## config.mk

```make
export PLATFORM = sky130hd
export DESIGN_NAME = utf8_sanitizer
export DESIGN_NICKNAME = d
export VERILOG_FILES = /design/src/utf8s_pkg.sv /design/src/utf8_sanitizer.sv /design/src/utf8s_decode.sv /design/src/utf8s_outbuf.sv
export VERILOG_INCLUDE_DIRS = /design/src /design/src/src
export SDC_FILE = /design/constraint.sdc
export NUM_CORES = 1
export LEC_CHECK = 0
export ABC_AREA = 0
export BUFFER_PORTS_ARGS = -buffer_cell sky130_fd_sc_hd__buf_2
export CAP_MARGIN = 30
export CORE_MARGIN = 2
export CORE_UTILIZATION = 40
export CTS_CLUSTER_SIZE = 40
export DETAILED_ROUTE_END_ITERATION = 16
export PLACE_DENSITY = 0.65
export SKIP_LAST_GASP = 1
export SYNTH_ARGS = -nofsm -noshare
export SYNTH_HDL_FRONTEND = slang
export SYNTH_HIERARCHICAL = 1
export SYNTH_SLANG_ARGS = --single-unit
```

## constraint.sdc

```tcl
create_clock -name clk -period 5.3 [get_ports clk]
set_clock_uncertainty 0.2 [all_clocks]
set_input_delay 0.795 -clock clk [delete_from_list [all_inputs] [get_ports clk]]
set_output_delay 0.795 -clock clk [all_outputs]
set_load 0.1 [all_outputs]
```

## src/assert_macros.svh

```systemverilog
// Assertion macros for the RTL of the UTF-8 sanitizer, used by utf8_sanitizer.
// Depends on nothing; users must have clk and rst_n in scope.
`ifndef ASSERT_MACROS_SVH
`define ASSERT_MACROS_SVH

// Check a property on every rising clock edge outside reset.
`define ASSERT_CLK(label, prop, msg) \
  label: assert property (@(posedge clk) disable iff (!rst_n) prop) else $error(msg);

// Check that a condition holds on every rising clock edge outside reset.
`define ASSERT_ALWAYS(label, cond, msg) \
  `ASSERT_CLK(label, cond, msg)

`endif

```

## src/utf8s_pkg.sv

```systemverilog
// Shared types, constants and lookup functions of the UTF-8 sanitizer.
// Used by utf8s_decode, utf8s_outbuf and utf8_sanitizer; depends on nothing.
package utf8s_pkg;

  // Widths of the automaton state, the code point accumulator and the result count, and the result byte limit
  localparam int STATE_W = 4;
  localparam int ACC_W   = 21;
  localparam int MAX_OUT = 6;
  localparam int CNT_W   = 3;

  // Automaton states with a fixed meaning
  localparam logic [STATE_W-1:0] ST_ACCEPT = 4'd0;
  localparam logic [STATE_W-1:0] ST_REJECT = 4'd1;
  localparam logic [STATE_W-1:0] ST_LAST   = 4'd8;

  // Byte classes
  localparam logic [3:0] CLS_ASCII    = 4'd0;
  localparam logic [3:0] CLS_CONT_LO  = 4'd1;
  localparam logic [3:0] CLS_LEAD2    = 4'd2;
  localparam logic [3:0] CLS_LEAD3    = 4'd3;
  localparam logic [3:0] CLS_ED       = 4'd4;
  localparam logic [3:0] CLS_F4       = 4'd5;
  localparam logic [3:0] CLS_LEAD4    = 4'd6;
  localparam logic [3:0] CLS_CONT_HI  = 4'd7;
  localparam logic [3:0] CLS_INVALID  = 4'd8;
  localparam logic [3:0] CLS_CONT_MID = 4'd9;
  localparam logic [3:0] CLS_E0       = 4'd10;
  localparam logic [3:0] CLS_F0       = 4'd11;

  // Replacement character U+FFFD in UTF-8
  localparam logic [7:0] REPL_B0 = 8'hEF;
  localparam logic [7:0] REPL_B1 = 8'hBF;
  localparam logic [7:0] REPL_B2 = 8'hBD;

  // Next state by [state][byte class]
  localparam logic [STATE_W-1:0] NEXT_TBL [9][12] = '{
    '{4'd0, 4'd1, 4'd2, 4'd3, 4'd5, 4'd8, 4'd7, 4'd1, 4'd1, 4'd1, 4'd4, 4'd6},
    '{4'd1, 4'd1, 4'd1, 4'd1, 4'd1, 4'd1, 4'd1, 4'd1, 4'd1, 4'd1, 4'd1, 4'd1},
    '{4'd1, 4'd0, 4'd1, 4'd1, 4'd1, 4'd1, 4'd1, 4'd0, 4'd1, 4'd0, 4'd1, 4'd1},
    '{4'd1, 4'd2, 4'd1, 4'd1, 4'd1, 4'd1, 4'd1, 4'd2, 4'd1, 4'd2, 4'd1, 4'd1},
    '{4'd1, 4'd1, 4'd1, 4'd1, 4'd1, 4'd1, 4'd1, 4'd2, 4'd1, 4'd1, 4'd1, 4'd1},
    '{4'd1, 4'd2, 4'd1, 4'd1, 4'd1, 4'd1, 4'd1, 4'd1, 4'd1, 4'd2, 4'd1, 4'd1},
    '{4'd1, 4'd1, 4'd1, 4'd1, 4'd1, 4'd1, 4'd1, 4'd3, 4'd1, 4'd3, 4'd1, 4'd1},
    '{4'd1, 4'd3, 4'd1, 4'd1, 4'd1, 4'd1, 4'd1, 4'd3, 4'd1, 4'd3, 4'd1, 4'd1},
    '{4'd1, 4'd3, 4'd1, 4'd1, 4'd1, 4'd1, 4'd1, 4'd1, 4'd1, 4'd1, 4'd1, 4'd1}
  };

  // Input request and result byte
  typedef struct packed {
    logic [7:0] data_byte;
    logic       end_of_input;
  } in_item_t;

  typedef struct packed {
    logic [7:0] out_byte;
    logic       last_of_run;
  } out_item_t;

  // Result of one request: bytes in order, byte 0 first
  typedef struct packed {
    logic [MAX_OUT-1:0][7:0] bytes;
    logic [CNT_W-1:0]        cnt;
  } res_t;

  // Decoder outcome: new automaton state, accumulator and result bytes
  typedef struct packed {
    logic [STATE_W-1:0] state;
    logic [ACC_W-1:0]   accum;
    res_t               res;
  } dec_t;

  // Classify a raw byte
  function automatic logic [3:0] byte_class(input logic [7:0] b);
    logic [3:0] cls;
    if (b < 8'h80)       cls = CLS_ASCII;
    else if (b < 8'h90)  cls = CLS_CONT_LO;
    else if (b < 8'hA0)  cls = CLS_CONT_MID;
    else if (b < 8'hC0)  cls = CLS_CONT_HI;
    else if (b < 8'hC2)  cls = CLS_INVALID;
    else if (b < 8'hE0)  cls = CLS_LEAD2;
    else if (b == 8'hE0) cls = CLS_E0;
    else if (b == 8'hED) cls = CLS_ED;
    else if (b < 8'hF0)  cls = CLS_LEAD3;
    else if (b == 8'hF0) cls = CLS_F0;
    else if (b < 8'hF4)  cls = CLS_LEAD4;
    else if (b == 8'hF4) cls = CLS_F4;
    else                 cls = CLS_INVALID;
    return cls;
  endfunction

  // Payload bits of a byte taken from the accept state
  function automatic logic [ACC_W-1:0] lead_bits(input logic [7:0] b, input logic [3:0] cls);
    logic [7:0] m;
    m = 8'hFF >> cls;
    return {{(ACC_W-8){1'b0}}, m & b};
  endfunction

endpackage

```

## src/utf8_sanitizer.sv

```systemverilog
// UTF-8 sanitizer: validates a byte stream, passes well-formed characters through
// (re-encoded), drops NUL, and replaces each malformed sequence with EF BF BD.
// A request is taken into an input register; the automaton step runs on the held
// request, and when the result register is free its zero to six result bytes land
// there, and it sends one byte per cycle on out_ while out_ready is high. Plain
// ASCII streams at one byte per cycle while out_ready is high, and a longer
// result holds off requests while the single-byte output port drains it.
// No clearing pass.
// Depends on utf8s_pkg, utf8s_decode, utf8s_outbuf and assert_macros.svh.
`include "assert_macros.svh"

module utf8_sanitizer (
  input  logic                 clk,
  input  logic                 rst_n,
  input  logic                 in_valid,
  output logic                 in_ready,
  input  utf8s_pkg::in_item_t  in_data,
  output logic                 out_valid,
  input  logic                 out_ready,
  output utf8s_pkg::out_item_t out_data
);

  logic                          in_vld_r, in_vld_nxt;
  utf8s_pkg::in_item_t           in_item_r, in_item_nxt;
  logic [utf8s_pkg::STATE_W-1:0] state_r, state_nxt;
  logic [utf8s_pkg::ACC_W-1:0]   accum_r, accum_nxt;
  utf8s_pkg::dec_t               dec;
  logic                          buf_free;
  logic                          load;

  // Automaton step on the held request
  utf8s_decode u_decode (
    .state (state_r),
    .accum (accum_r),
    .item  (in_item_r),
    .dec   (dec)
  );

  utf8s_outbuf u_outbuf (
    .clk       (clk),
    .rst_n     (rst_n),
    .load      (load),
    .res       (dec.res),
    .free      (buf_free),
    .out_valid (out_valid),
    .out_ready (out_ready),
    .out_data  (out_data)
  );

  // Move the held request into the result register when it frees up
  always_comb begin
    load        = in_vld_r && buf_free;
    in_ready    = !in_vld_r || load;
    in_vld_nxt  = in_vld_r;
    in_item_nxt = in_item_r;
    state_nxt   = state_r;
    accum_nxt   = accum_r;
    if (in_valid && in_ready) begin
      in_vld_nxt  = 1'b1;
      in_item_nxt = in_data;
    end else if (load) begin
      in_vld_nxt  = 1'b0;
    end
    if (load) begin
      state_nxt = dec.state;
      accum_nxt = dec.accum;
    end
  end

  always_ff @(posedge clk) begin
    if (!rst_n) begin
      in_vld_r <= 1'b0;
      state_r  <= utf8s_pkg::ST_ACCEPT;
      accum_r  <= '0;
    end else begin
      in_vld_r <= in_vld_nxt;
      state_r  <= state_nxt;
      accum_r  <= accum_nxt;
    end
  end

  always_ff @(posedge clk) begin
    in_item_r <= in_item_nxt;
  end

  // A held request that cannot load stays put
  `ASSERT_CLK(a_hold_req, in_vld_r && !buf_free |=> in_vld_r && $stable(in_item_r), "held request lost")
  // Reject is never a resting state
  `ASSERT_ALWAYS(a_no_reject, state_r != utf8s_pkg::ST_REJECT, "automaton resting in reject")
  // Six result bytes only come from a double reject, which ends in accept
  `ASSERT_CLK(a_six_accept, load && dec.res.cnt == 3'd6 |-> dec.state == utf8s_pkg::ST_ACCEPT, "six bytes without accept")
  // After the last byte leaves with nothing loaded, the output goes quiet
  `ASSERT_CLK(a_run_end, out_valid && out_ready && out_data.last_of_run && !load |=> !out_valid, "bytes beyond last of run")

endmodule

```

## src/utf8s_decode.sv

```systemverilog
// Combinational step of the UTF-8 automaton for one request: classify, advance,
// re-encode a finished code point and build the list of result bytes.
// Depends on utf8s_pkg.
module utf8s_decode (
  input  logic [utf8s_pkg::STATE_W-1:0] state,
  input  logic [utf8s_pkg::ACC_W-1:0]   accum,
  input  utf8s_pkg::in_item_t           item,
  output utf8s_pkg::dec_t               dec
);

  logic [7:0]                    b;
  logic [utf8s_pkg::STATE_W-1:0] prev;
  logic [3:0]                    cls;
  logic [utf8s_pkg::ACC_W-1:0]   acc1;
  logic [utf8s_pkg::ACC_W-1:0]   acc2;
  logic [utf8s_pkg::STATE_W-1:0] nxt1;
  logic [utf8s_pkg::STATE_W-1:0] nxt2;
  logic [3:0][7:0]               enc;
  logic [utf8s_pkg::CNT_W-1:0]   enc_n;

  // First pass from the current state
  always_comb begin
    b    = item.end_of_input ? 8'h00 : item.data_byte;
    prev = (state > utf8s_pkg::ST_LAST) ? utf8s_pkg::ST_REJECT : state;
    cls  = utf8s_pkg::byte_class(b);
    if (prev != utf8s_pkg::ST_ACCEPT) begin
      acc1 = {accum[utf8s_pkg::ACC_W-7:0], b[5:0]};
    end else begin
      acc1 = utf8s_pkg::lead_bits(b, cls);
    end
    nxt1 = utf8s_pkg::NEXT_TBL[prev][cls];
    // Second pass of the same byte, always from accept
    acc2 = utf8s_pkg::lead_bits(b, cls);
    nxt2 = utf8s_pkg::NEXT_TBL[utf8s_pkg::ST_ACCEPT][cls];
  end

  // Re-encode the finished code point
  always_comb begin
    enc = '0;
    if (acc1 <= 21'h7F) begin
      enc[0] = acc1[7:0];
      enc_n  = 3'd1;
    end else if (acc1 <= 21'h7FF) begin
      enc[0] = 8'hC0 | {3'b000, acc1[10:6]};
      enc[1] = 8'h80 | {2'b00, acc1[5:0]};
      enc_n  = 3'd2;
    end else if (acc1 <= 21'hFFFF) begin
      enc[0] = 8'hE0 | {4'h0, acc1[15:12]};
      enc[1] = 8'h80 | {2'b00, acc1[11:6]};
      enc[2] = 8'h80 | {2'b00, acc1[5:0]};
      enc_n  = 3'd3;
    end else if (acc1 <= 21'h10FFFF) begin
      enc[0] = 8'hF0 | {5'h00, acc1[20:18]};
      enc[1] = 8'h80 | {2'b00, acc1[17:12]};
      enc[2] = 8'h80 | {2'b00, acc1[11:6]};
      enc[3] = 8'h80 | {2'b00, acc1[5:0]};
      enc_n  = 3'd4;
    end else begin
      enc_n  = 3'd0;
    end
  end

  // Pick the outcome: finished character, reject, or still in a sequence
  always_comb begin
    dec           = '0;
    dec.state     = nxt1;
    dec.accum     = acc1;
    if (nxt1 == utf8s_pkg::ST_ACCEPT) begin
      dec.res.bytes[3:0] = enc;
      dec.res.cnt        = (acc1 != '0) ? enc_n : 3'd0;
    end else if (nxt1 == utf8s_pkg::ST_REJECT) begin
      dec.state        = utf8s_pkg::ST_ACCEPT;
      dec.res.bytes[0] = utf8s_pkg::REPL_B0;
      dec.res.bytes[1] = utf8s_pkg::REPL_B1;
      dec.res.bytes[2] = utf8s_pkg::REPL_B2;
      dec.res.cnt      = 3'd3;
      // Mid-sequence reject: run the byte again from accept
      if (prev != utf8s_pkg::ST_ACCEPT) begin
        dec.accum = acc2;
        if (nxt2 == utf8s_pkg::ST_ACCEPT) begin
          dec.res.bytes[3] = acc2[7:0];
          dec.res.cnt      = (acc2 != '0) ? 3'd4 : 3'd3;
        end else if (nxt2 == utf8s_pkg::ST_REJECT) begin
          dec.res.bytes[3] = utf8s_pkg::REPL_B0;
          dec.res.bytes[4] = utf8s_pkg::REPL_B1;
          dec.res.bytes[5] = utf8s_pkg::REPL_B2;
          dec.res.cnt      = 3'd6;
        end else begin
          dec.state = nxt2;
        end
      end
    end else begin
      dec.res.cnt = 3'd0;
    end
  end

endmodule

```

## src/utf8s_outbuf.sv

```systemverilog
// UTF-8 sanitizer result register: holds up to six bytes of one request and hands
// them out one per cycle as out_ready allows, marking the last. Uses utf8s_pkg.
module utf8s_outbuf (
  input  logic                  clk,
  input  logic                  rst_n,
  input  logic                  load,
  input  utf8s_pkg::res_t       res,
  output logic                  free,
  output logic                  out_valid,
  input  logic                  out_ready,
  output utf8s_pkg::out_item_t  out_data
);

  logic [utf8s_pkg::MAX_OUT-1:0][7:0] buf_r, buf_nxt;
  logic [utf8s_pkg::CNT_W-1:0]        rem_r, rem_nxt;
  logic                               pop;

  // Free for a new load when empty or once the last held byte leaves this cycle
  always_comb begin
    pop  = (rem_r != '0) && out_ready;
    free = (rem_r == '0) || ((rem_r == 3'd1) && out_ready);
  end

  // Load a new result or advance to the next byte
  always_comb begin
    buf_nxt = buf_r;
    rem_nxt = rem_r;
    if (load) begin
      buf_nxt = res.bytes;
      rem_nxt = res.cnt;
    end else if (pop) begin
      buf_nxt = {8'h00, buf_r[utf8s_pkg::MAX_OUT-1:1]};
      rem_nxt = rem_r - 3'd1;
    end
  end

  always_ff @(posedge clk) begin
    if (!rst_n) begin
      rem_r <= '0;
    end else begin
      rem_r <= rem_nxt;
    end
  end

  always_ff @(posedge clk) begin
    buf_r <= buf_nxt;
  end

  assign out_valid            = (rem_r != '0);
  assign out_data.out_byte    = buf_r[0];
  assign out_data.last_of_run = (rem_r == 3'd1);

endmodule
```

After elaboration in Yosys (flattened, before gate mapping). Memories as Yosys holds them, arrays and structs flattened. Index checks and enable logic that the tools add are counted.

Memories: 2. Logic and storage cells: 114. Memory bits (read-only): 832. Bits of input ports: 13. Output and inout bits: 11. Register bits: 80.

Reductions and logical operators: 16. Shifts and indexed selects: 1. Equal/unequal tests: 7. Bitwise operators: 3. Magnitude comparators: 15. Muxes and demuxes: 57. $add $sub $neg: 1.

Memories: (no name shown) (depth 16, bits a word 48, rd ports 1, clocked after Yosys merged registers in 0, write ports 0, line utf8s_decode.sv:31) `nxt1 = utf8s_pkg::NEXT_TBL[prev][cls];`; (no name shown) (depth 16, bits a word 4, rd ports 1, clocked after Yosys merged registers in 0, write ports 0, line utf8s_decode.sv:34) `nxt2 = utf8s_pkg::NEXT_TBL[utf8s_pkg::ST_ACCEPT][cls];`.

Operator list (number): 48-bit two-way mux (4); 32-bit two-way mux (4); 4-bit two-way mux (19); 73-bit two-way mux (1); 24-bit two-way mux (3); 8-bit < comparator, second input constant (8); 49-bit two-way mux (1); 16-bit two-way mux (3); 21-bit nonzero test (2); 41-bit two-way mux (1); 3-bit two-way mux (12); 35-bit two-way mux (1); 8-bit == test, second input constant (4); 8-bit two-way mux (4); 21-bit by 11-bit less-or-equal comparator with 1-bit output, second input constant (1); 21-bit by 16-bit less-or-equal comparator with 1-bit output, second input constant (1); 21-bit less-or-equal comparator, second input constant (1); 21-bit by 7-bit less-or-equal comparator with 1-bit output, second input constant (1); 21-bit two-way mux (1); 4-bit binary-select mux with 4-bit select (1); 5-bit >= comparator, second input constant (2); 4-bit NOT with 5-bit output (2); 8-bit bitwise AND (1); 4-bit by 1-bit == test with 1-bit output, second input constant (2); 13 further kinds (20).

Depth between registers and ports, before layout. Gate-level depths: netlist of run 1.

Depth in word-level cells: 27. Mapped depth: 14. Depth with buffers taken out: 10.

Hierarchy. Netlist of run 1, hierarchy kept.

By module, submodules not included: utf8s_outbuf (area an instance 2309.7 um^2, instances 1, cells an instance 139); utf8s_decode (area an instance 2130.8 um^2, instances 1, cells an instance 346); utf8_sanitizer (area an instance 1363.8 um^2, instances 1, cells an instance 130).

Least setup slack after synthesis of run 1. Ideal clock, no wire load.

Kind: register to register. Start point: register u_outbuf/rem_r[1] in the netlist's numbering. End point: register u_outbuf/buf_r[10] in the netlist's numbering, enable pin. Data arrival time: 3.192 ns. Stages on the path, launching flop included: 13. Path slack: 1.501 ns. Clock period less this slack: 3.799 ns. Path buffers: 4. Library setup time: 0.407 ns. Data required time: 4.693 ns. Path through: dfxtp_1 inv_1 ha_1 and2b_1 nand2_1 nand2_1 buf_6 and2_4 buf_6 buf_6 buf_6 inv_1 nand2_1.

RTL lines: start: declaration (line utf8s_outbuf.sv:15) `logic [utf8s_pkg::CNT_W-1:0] rem_r, rem_nxt;`; start signal: assignment (line utf8s_outbuf.sv:41) `rem_r <= rem_nxt;`; end signal: assignment (line utf8s_outbuf.sv:46) `buf_r <= buf_nxt;`; end: declaration (line utf8s_outbuf.sv:14) `logic [utf8s_pkg::MAX_OUT-1:0][7:0] buf_r, buf_nxt;`.

==> impl_metrics.yaml, run 1 <==
layout:
  final_cell_mix: "58 x nand2_1, 57 x edfxtp_1, 47 x a21oi_1, 40 x mux2_2, 26 x nor2_1"
  seqCellArea_um2: 2170
  layout_commonest_cell: "nand2_1"
  multi_input_area_um2: 2860
  nFillCells: 1353
  diodes: 0
  layout-drive-gt1-share: 0.209
  syn_to_final_growth_pct: 4.04
  design_area_um2: 5770
  fin_nets: 576
  fin_cells: 745
global_route:
  grt_first_pass_wirelength_mm: 22.4
  antenna_found_initial: 0
  grt_pass1_vias: 4282
  grt.overflow.total: 0
  grt_max_degree: 71
  grt.total_usage: 0.192
floorplan:
  core_area_um2: 13700
  fp-row-count: 43
  initial_core_util: 0.404
  chipHeight_um: 122
  pin_count: 24
  die_area_um2: 14800
  die_x_um: 122
placement:
  place_area_um2: 5480
  io_buffer_count: 23
  dp.cells: 729
  place_congestion: 0.966
  dp_hpwl_mm: 9.39
  post-place-ws_ns: 1.14
timing:
  hold_viol: 0
  fin_crit_sh: 0.801
  relSlewSlack: 0.386
  grt_setup_unrepaired: "no"
  worst_pin_slew_ns: 0.920
  timing.final.ws_setup_ns: 1.05
  final_max_slew_viol_count: 0
  setup_violations: 0
  setup_tns_ns: 0
  clock.fmax_ghz: 0.236
  timing.hold.ws_ns: 0.295
  final.min_clock_period_ns: 4.25
clocking:
  postCtsHoldBufs: 0
  cts-buffers-inserted: 9
  root_buffer: "clkbuf_16"
  cts_htree_levels: 3
  cts_tree: "done"
  clockBufferDepth: 2
  clk_pin_slew_ns: 0.06
  clock_sinks: 80
  insertion_delay_ns: 0.35
  cts_resized: 0
  post-cts-setup-buffers: 0
critical_path:
  crit_chain: "clkinv_1 -> a311oi_2 -> nor2_2 -> or4_1 -> a31oi_1 -> nand2b_1 -> or3b_1 -> o21ai_1 -> mux2_2"
  end_kind: "register"
  cp-startpoint: "in_item_r[7]$_DFFE_PP_"
  cp.depth: 9
  crit_buf_inv: 1
  reg2reg_to: "u_outbuf/buf_r[11]$_DFFE_PP_"
  r2r_start: "in_item_r[7]$_DFFE_PP_"
  critPathMaxFanout: 18
  crit_path_start_kind: "register"
  cpMaxStageDelayCell: "edfxtp_1"
  slowest_delay_ns: 0.65
  critical_path_required_ns: 5.19
  regToRegSetupSlack_ns: 1.05
  r2r_cells: 9
  criticalPathCategory: "register to register"
  critPathTopFamily: "simple AND/OR/NAND/NOR gates"
  arrival_ns: 4.14
route:
  routed_via_density: 5.99
  finalWirelength_mm: 13.6
  firstDrtPassIters: 5
  ant_nets: 0
  drc: 0
  num_vias: 4466
  drtIter0Drc: 492
  wl_per_cell_um: 18.2
synthesis:
  syn_area_per_cell_um2: 9.48
  synth_warnings: 6
  netlist_area_um2: 5550
  syn_inst: 585
hold_path:
  worstHoldStart: "accum_r[10]$_SDFFE_PN0P_"
  hold_path.class: "register to register"
  hold_depth: 2
  hold-path-endpoint: "accum_r[10]$_SDFFE_PN0P_"
pwr:
  total_leakage_power_nw: 2.02
  ir_drop_uv: 431
  p_per_area_nw_per_um2: 523
outcome:
  status: "finished, final reports clean"
flow_run:
  max_cap_violations: 0
[sequential cells by signal, summed over array words and instances (netlist names)]
| signal | count |
|---|---|
| accum_r | 15 |
| u_outbuf/rem_r | 3 |
| state_r | 4 |
| u_outbuf/out_data | 8 |
| u_outbuf/buf_r | 40 |
| in_item_r | 9 |
| in_vld_r | 1 |
[routing by layer]
metal | global-route usage | vias up | part of all wire
met3 | 0.0314 | 32 | 0.059
li1 | - | 2132 | -
met1 | 0.266 | 2115 | 0.47
met5 | 0 | - | 0
met2 | 0.291 | 187 | 0.45
met4 | 0.0912 | 0 | 0.027
[through the flow]
step	util	total power, W
after global placement	0.398	0.00236
final	0.421	0.00302
after global routing	0.421	0.00317
after floorplan	-	0.00223
after detailed placement	0.400	0.00239
after CTS	0.421	0.00302
[final cells by class]
cell class / instances / share of cell area
Clock buffer: 11 / 0.0403
Tap cell: 180 / 0.0390
Timing Repair Buffer: 29 / 0.0312
Clock inverter: 5 / 0.00954
Sequential cell: 80 / 0.376
Inverter: 13 / 0.00845
Multi-Input combinational cell: 427 / 0.495
[report_power, final]
| group | internal (W) | leakage (nW) | switching, W |
|---|---|---|---|
| registers | 0.000995 | 0.740 | 0.0000959 |
| clock network | 0.000364 | 0.138 | 0.000252 |
| logic | 0.000401 | 1.15 | 0.000907 |
[worst max path at each step]
stage | endpoint
finish | u_outbuf/buf_r[11]$_DFFE_PP_
global route | u_outbuf/buf_r[8]$_DFFE_PP_
CTS | u_outbuf/buf_r[10]$_DFFE_PP_
detailed placement | u_outbuf/buf_r[13]$_DFFE_PP_
global placement | u_outbuf/out_data[8]$_DFFE_PP_
floorplan | u_outbuf/buf_r[10]$_DFFE_PP_
[worst reg2reg max path: cells and delay by family, from the launching register on]
kind	cells	cell delay [ns]
AO/OA/AOI/OAI	3	0.86
buffers and inverters	1	0.41
flip-flops	1	0.65
multiplexers	1	0.30
AND/OR/NAND/NOR	4	1.58
(Power assumes the default switching activity.)
==> inputs of run 2 (changes only) <==
--- a/config.mk
+++ b/config.mk
@@ -13,7 +13,7 @@
 export CORE_UTILIZATION = 40
 export CTS_CLUSTER_SIZE = 40
 export DETAILED_ROUTE_END_ITERATION = 16
-export PLACE_DENSITY = 0.65
+export PLACE_DENSITY = 0.67
 export SKIP_LAST_GASP = 1
 export SYNTH_ARGS = -nofsm -noshare
 export SYNTH_HDL_FRONTEND = slang
==> constraint.sdc (replaced) <==
create_clock -name clk -period 3.6 [get_ports clk]
set_clock_uncertainty 0.2 [all_clocks]
set_input_delay 0.54 -clock clk [delete_from_list [all_inputs] [get_ports clk]]
set_output_delay 0.54 -clock clk [all_outputs]
set_load 0.1 [all_outputs]
==> run 2 against run 1 <==
Net effect:
- count of clock-buffer cells in the layout shrank 1
- critical path depth up 3
- cell area increased by 7.7%
- cell count up 6.2%
- first-iteration DRC count up 38%
- largest power group unchanged
==> impl_metrics.yaml, run 2 (synthesis results as in run 1) <==
critical_path:
  critPathMaxFanout: 7
  r2r_start: "in_item_r[4]$_DFFE_PP_"
  cpMaxStageDelayCell: "or4_4"
  cp-startpoint: "in_item_r[4]$_DFFE_PP_"
  arrival_ns: 3.41
  criticalPathCategory: "register to register"
  crit_path_start_kind: "register"
  r2r_cells: 12
  reg2reg_to: "u_outbuf/buf_r[26]$_DFFE_PP_"
  endpoint: "u_outbuf/buf_r[26]$_DFFE_PP_"
  regToRegSetupSlack_ns: 0.09
  end_kind: "register"
  slowest_delay_ns: 0.57
  critical_path_required_ns: 3.50
  crit_path_frequent_cell: "buf_4"
  crit_chain: "buf_4 -> or4_4 -> o21ai_4 -> a2bb2oi_2 -> buf_4 -> a32oi_2 -> o221ai_2 -> nand4bb_1 -> buf_4 -> or3_1 -> o211ai_1 -> mux2_2"
flow_run:
  max_cap_violations: 0
placement:
  io_buffer_count: 23
  dp_hpwl_mm: 10.4
  place_congestion: 0.997
route:
  drc: 0
  ant_nets: 0
  finalWirelength_mm: 14.5
  routed_via_density: 5.88
  num_vias: 4650
  wl_per_cell_um: 18.4
  drtIter0Drc: 677
  firstDrtPassIters: 6
global_route:
  grt_pass1_vias: 4355
  grt.total_usage: 0.200
  grt.overflow.total: 0
  antenna_found_initial: 0
  grt_first_pass_wirelength_mm: 22.9
  grt_max_degree: 71
hold_path:
  hold_path.class: "primary input to register"
  worstHoldStart: "in_data[1]"
  hold_depth: 1
clocking:
  postCtsHoldBufs: 0
  clock_sinks: 80
  insertion_delay_ns: 0.35
  clockBufferDepth: 2
  cts-buffers-inserted: 9
  cts_tree: "done"
  clk_pin_slew_ns: 0.06
  root_buffer: "clkbuf_16"
  cts_htree_levels: 3
layout:
  final_cell_mix: "58 x nand2_1, 57 x edfxtp_1, 49 x buf_4, 47 x a21oi_1, 40 x mux2_2"
  syn_to_final_growth_pct: 12.0
  diodes: 0
  layout-drive-gt1-share: 0.286
  fin_nets: 622
  nFillCells: 1317
  reg_top3: "u_outbuf/buf_r (40), accum_r (15), in_item_r (9)"
  layout_commonest_cell: "nand2_1"
  largest_reg_flops: 40
  post-route-util: 0.453
  regMostFlops: "u_outbuf/buf_r"
floorplan:
  chipHeight_um: 122
  fp-row-count: 43
  die_area_um2: 14800
  pin_count: 24
  core_area_um2: 13700
  die_x_um: 122
  initial_core_util: 0.404
pwr:
  total_power_w: 0.00468
  total_leakage_power_nw: 2.28
  ir_drop_uv: 593
  p_per_area_nw_per_um2: 752
timing:
  final_max_slew_viol_count: 0
  relSlewSlack: 0.501
  worst_pin_slew_ns: 0.748
  setup_violations: 0
  timing.hold.ws_ns: 0.165
  clock.fmax_ghz: 0.285
  final.min_clock_period_ns: 3.51
  grt_setup_unrepaired: "yes"
  hold_viol: 0
  setup_tns_ns: 0
  fin_crit_sh: 0.974
outcome:
  status: "finished, final reports clean"
[run 2: cell types whose count changed in the layout (fill, tap and decap cells not counted), sizes merged]
| cell | before | now |
|---|---|---|
| bufinv | 1 | 2 |
| buf | 29 | 75 |
| clkbuf | 11 | 10 |
[run 2: per-stage QoR]
stage                     setup WS (ns)  std cells  cell area (um2)
final                            0.0925        791             6220
after global placement           0.0355        768             5780
after CTS                        0.0210        784             6110
after floorplan                   0.258        589             5570
after detailed placement        -0.0126        768             5780
after global routing            -0.0491        791             6220
[run 2: per-layer routing]
layer | vias to the layer above | part of all wire | track usage | wire length [um]
li1 | 2224 | - | - | -
met1 | 2196 | 0.44 | 0.266 | 6430
met2 | 194 | 0.47 | 0.318 | 6830
met3 | 36 | 0.055 | 0.0356 | 801
met4 | 0 | 0.032 | 0.0905 | 460
met5 | - | 0 | 0 | 0
[run 2: where the power goes]
part | switching [W] | internal, W
clock | 0.000377 | 0.000629
sequential | 0.000124 | 0.00147
combinational | 0.00139 | 0.000687
total | 0.00189 | 0.00278
[run 2: layout make-up]
| type | count | area [um2] | area share |
|---|---|---|---|
| well taps | 180 | 225 | 0.0362 |
| flip-flops and latches | 80 | 2170 | 0.349 |
| multi-input cells | 427 | 2900 | 0.466 |
| clock inverters | 6 | 91.3 | 0.0147 |
| repair buffers | 75 | 543 | 0.0874 |
| inverters | 13 | 48.8 | 0.00785 |
| clock buffers | 10 | 239 | 0.0384 |
[run 2: how the worst min path moves through the flow]
stage	end
after floorplan	state_r[3]$_SDFFE_PN0P_
after global placement	accum_r[11]$_SDFFE_PN0P_
after detailed placement	accum_r[9]$_SDFFE_PN0P_
after global routing	in_item_r[2]$_DFFE_PP_
after CTS	in_item_r[1]$_DFFE_PP_
final	in_item_r[1]$_DFFE_PP_
[run 2: critical path, delay by kind of cell, from the launching register on]
kind | cells | cell delay (ns)
flops | 1 | 0.44
buf+inv | 3 | 0.47
simple gates | 3 | 0.90
compound gates | 5 | 0.96
mux | 1 | 0.29
[run 2: timing repair]
item                                    4_1_cts  5_1_grt
pin swaps                                     0        4
endpoints found under the setup margin        1       34
cloned                                        0        0
buffers inserted                              0        7
resized for setup                             1       11
==> inputs of run 3 (changes only) <==
--- a/config.mk
+++ b/config.mk
@@ -7,7 +7,7 @@
 export NUM_CORES = 1
 export LEC_CHECK = 0
 export ABC_AREA = 0
-export BUFFER_PORTS_ARGS = -buffer_cell sky130_fd_sc_hd__buf_2
+export BUFFER_PORTS_ARGS = -buffer_cell sky130_fd_sc_hd__buf_4
 export CAP_MARGIN = 30
 export CORE_MARGIN = 2
 export CORE_UTILIZATION = 40
==> run 3 against run 2 <==
Net effect:
- hold slack lost 0.0037 ns
- via count grew 0.41%
- register-to-register slack lost 0.02 ns
- critical path depth shrank 1
- maximum frequency shrank 0.54%
- highest routed layer unchanged
==> impl_metrics.yaml, run 3 (synthesis results as in run 1) <==
layout:
  seqCellArea_um2: 2170
  diodes: 0
  multi_input_area_um2: 2880
  largest_reg_flops: 40
  syn_to_final_growth_pct: 12.8
  nFillCells: 1302
  reg_top3: "u_outbuf/buf_r (40), accum_r (15), in_item_r (9)"
  layout_commonest_cell: "buf_4"
  post-route-util: 0.456
  final_cell_mix: "76 x buf_4, 58 x nand2_1, 57 x edfxtp_1, 47 x a21oi_1, 40 x mux2_2"
  regMostFlops: "u_outbuf/buf_r"
  fin_nets: 626
  layout-drive-gt1-share: 0.286
timing:
  final_max_slew_viol_count: 0
  timing.hold.ws_ns: 0.161
  hold_viol: 0
  setup_tns_ns: 0
  setup_violations: 0
  clock.fmax_ghz: 0.284
  fin_crit_sh: 0.980
  final.min_clock_period_ns: 3.53
  grt_setup_unrepaired: "yes"
  worst_pin_slew_ns: 0.723
  relSlewSlack: 0.513
floorplan:
  die_area_um2: 14800
  chipHeight_um: 122
  pin_count: 24
  die_x_um: 122
  core_area_um2: 13700
  fp-row-count: 43
  initial_core_util: 0.404
clocking:
  cts_htree_levels: 3
  clockBufferDepth: 2
  cts-buffers-inserted: 9
  root_buffer: "clkbuf_16"
  clock_sinks: 80
  cts_tree: "done"
  insertion_delay_ns: 0.35
  clk_pin_slew_ns: 0.07
flow_run:
  max_cap_violations: 0
route:
  num_vias: 4669
  ant_nets: 0
  drc: 0
  wl_per_cell_um: 18.3
  routed_via_density: 5.87
  firstDrtPassIters: 5
  drtIter0Drc: 464
  finalWirelength_mm: 14.5
critical_path:
  r2r_cells: 11
  cpMaxStageDelayCell: "or4_1"
  reg2reg_to: "u_outbuf/rem_r[0]$_SDFFE_PN0P_"
  criticalPathCategory: "register to register"
  critPathMaxFanout: 7
  r2r_start: "in_item_r[2]$_DFFE_PP_"
  endpoint: "u_outbuf/rem_r[0]$_SDFFE_PN0P_"
  crit_path_start_kind: "register"
  crit_chain: "nand2b_1 -> or3_1 -> a41o_1 -> buf_4 -> o2111ai_1 -> o21ai_1 -> or4_1 -> o32ai_1 -> o22ai_1 -> o21ai_1 -> a211oi_2"
  critical_path_required_ns: 3.64
  end_kind: "register"
  arrival_ns: 3.57
  regToRegSetupSlack_ns: 0.07
  cp-startpoint: "in_item_r[2]$_DFFE_PP_"
  slowest_delay_ns: 0.53
  crit_path_frequent_cell: "o21ai_1"
global_route:
  grt-busiest-layer: "met2"
  grt_first_pass_wirelength_mm: 23.1
  grt_max_degree: 53
  grtUsageMet2: 0.316
  use_met3: 0.0417
  grt.total_usage: 0.200
  grt_pass1_vias: 4267
  grt.overflow.total: 0
  antenna_found_initial: 0
  grtUsageMet1: 0.274
pwr:
  ir_drop_uv: 609
  p_per_area_nw_per_um2: 752
  total_leakage_power_nw: 2.30
outcome:
  status: "finished, final reports clean"
placement:
  place_congestion: 0.907
  io_buffer_count: 23
  dp_hpwl_mm: 10.1
hold_path:
  hold_path.class: "primary input to register"
run 3: cell type report:
class                           instances  area share
Sequential cell                        80       0.347
Tap cell                              180      0.0360
Multi-Input combinational cell        427       0.460
Inverter                               13     0.00780
Clock inverter                          6      0.0146
Clock buffer                           10      0.0382
Timing Repair Buffer                   79      0.0960
run 3: worst min-delay path by stage:
stage                             start                       end  slack, ns  cells past startpoint
2_1_floorplan   state_r[3]$_SDFFE_PN0P_   state_r[3]$_SDFFE_PN0P_       0.23                      2
3_3_place_gp   accum_r[10]$_SDFFE_PN0P_  accum_r[10]$_SDFFE_PN0P_       0.28                      2
3_5_place_dp   accum_r[10]$_SDFFE_PN0P_  accum_r[10]$_SDFFE_PN0P_       0.28                      2
4_1_cts                      in_data[2]    in_item_r[2]$_DFFE_PP_       0.15                      1
5_1_grt                      in_data[2]    in_item_r[2]$_DFFE_PP_       0.16                      1
6_report                     in_data[2]    in_item_r[2]$_DFFE_PP_       0.16                      1
run 3: critical path, delay by kind of cell, from the launching register on:
kind | cells | cell delay, ns
DFF | 1 | 0.50
and+or+nand+nor | 3 | 1.17
buffers and inverters | 1 | 0.19
AOI/OAI and AO/OA | 7 | 1.35
run 3: routing by layer:
layer,vias up,part of all wire
met5,-,0
met4,0,0.022
met3,25,0.065
met2,202,0.47
met1,2221,0.44
li1,2221,-
run 3: power by group:
group	total, W	switching (W)	internal [W]
Sequential	0.00160	0.000134	0.00147
Clock	0.00102	0.000387	0.000630
Combinational	0.00209	0.00137	0.000717
Total	0.00471	0.00189	0.00281
run 3: through the flow:
| stage | power (W) | cell area [um2] | setup slack (ns) | cells |
|---|---|---|---|---|
| floorplan | 0.00327 | 5570 | 0.258 | 589 |
| global placement | 0.00362 | 5800 | -0.00508 | 765 |
| detailed placement | 0.00365 | 5800 | -0.0237 | 765 |
| CTS | 0.00469 | 6160 | 0.0186 | 784 |
| global route | 0.00494 | 6260 | -0.0404 | 795 |
| finish | 0.00471 | 6260 | 0.0734 | 795 |
run 3: repair_timing:
action	in CTS	in global routing
setup endpoints to repair	8	43
resized for setup	1	7
buffers inserted	3	11
pin swaps	0	1
hold buffers	0	0
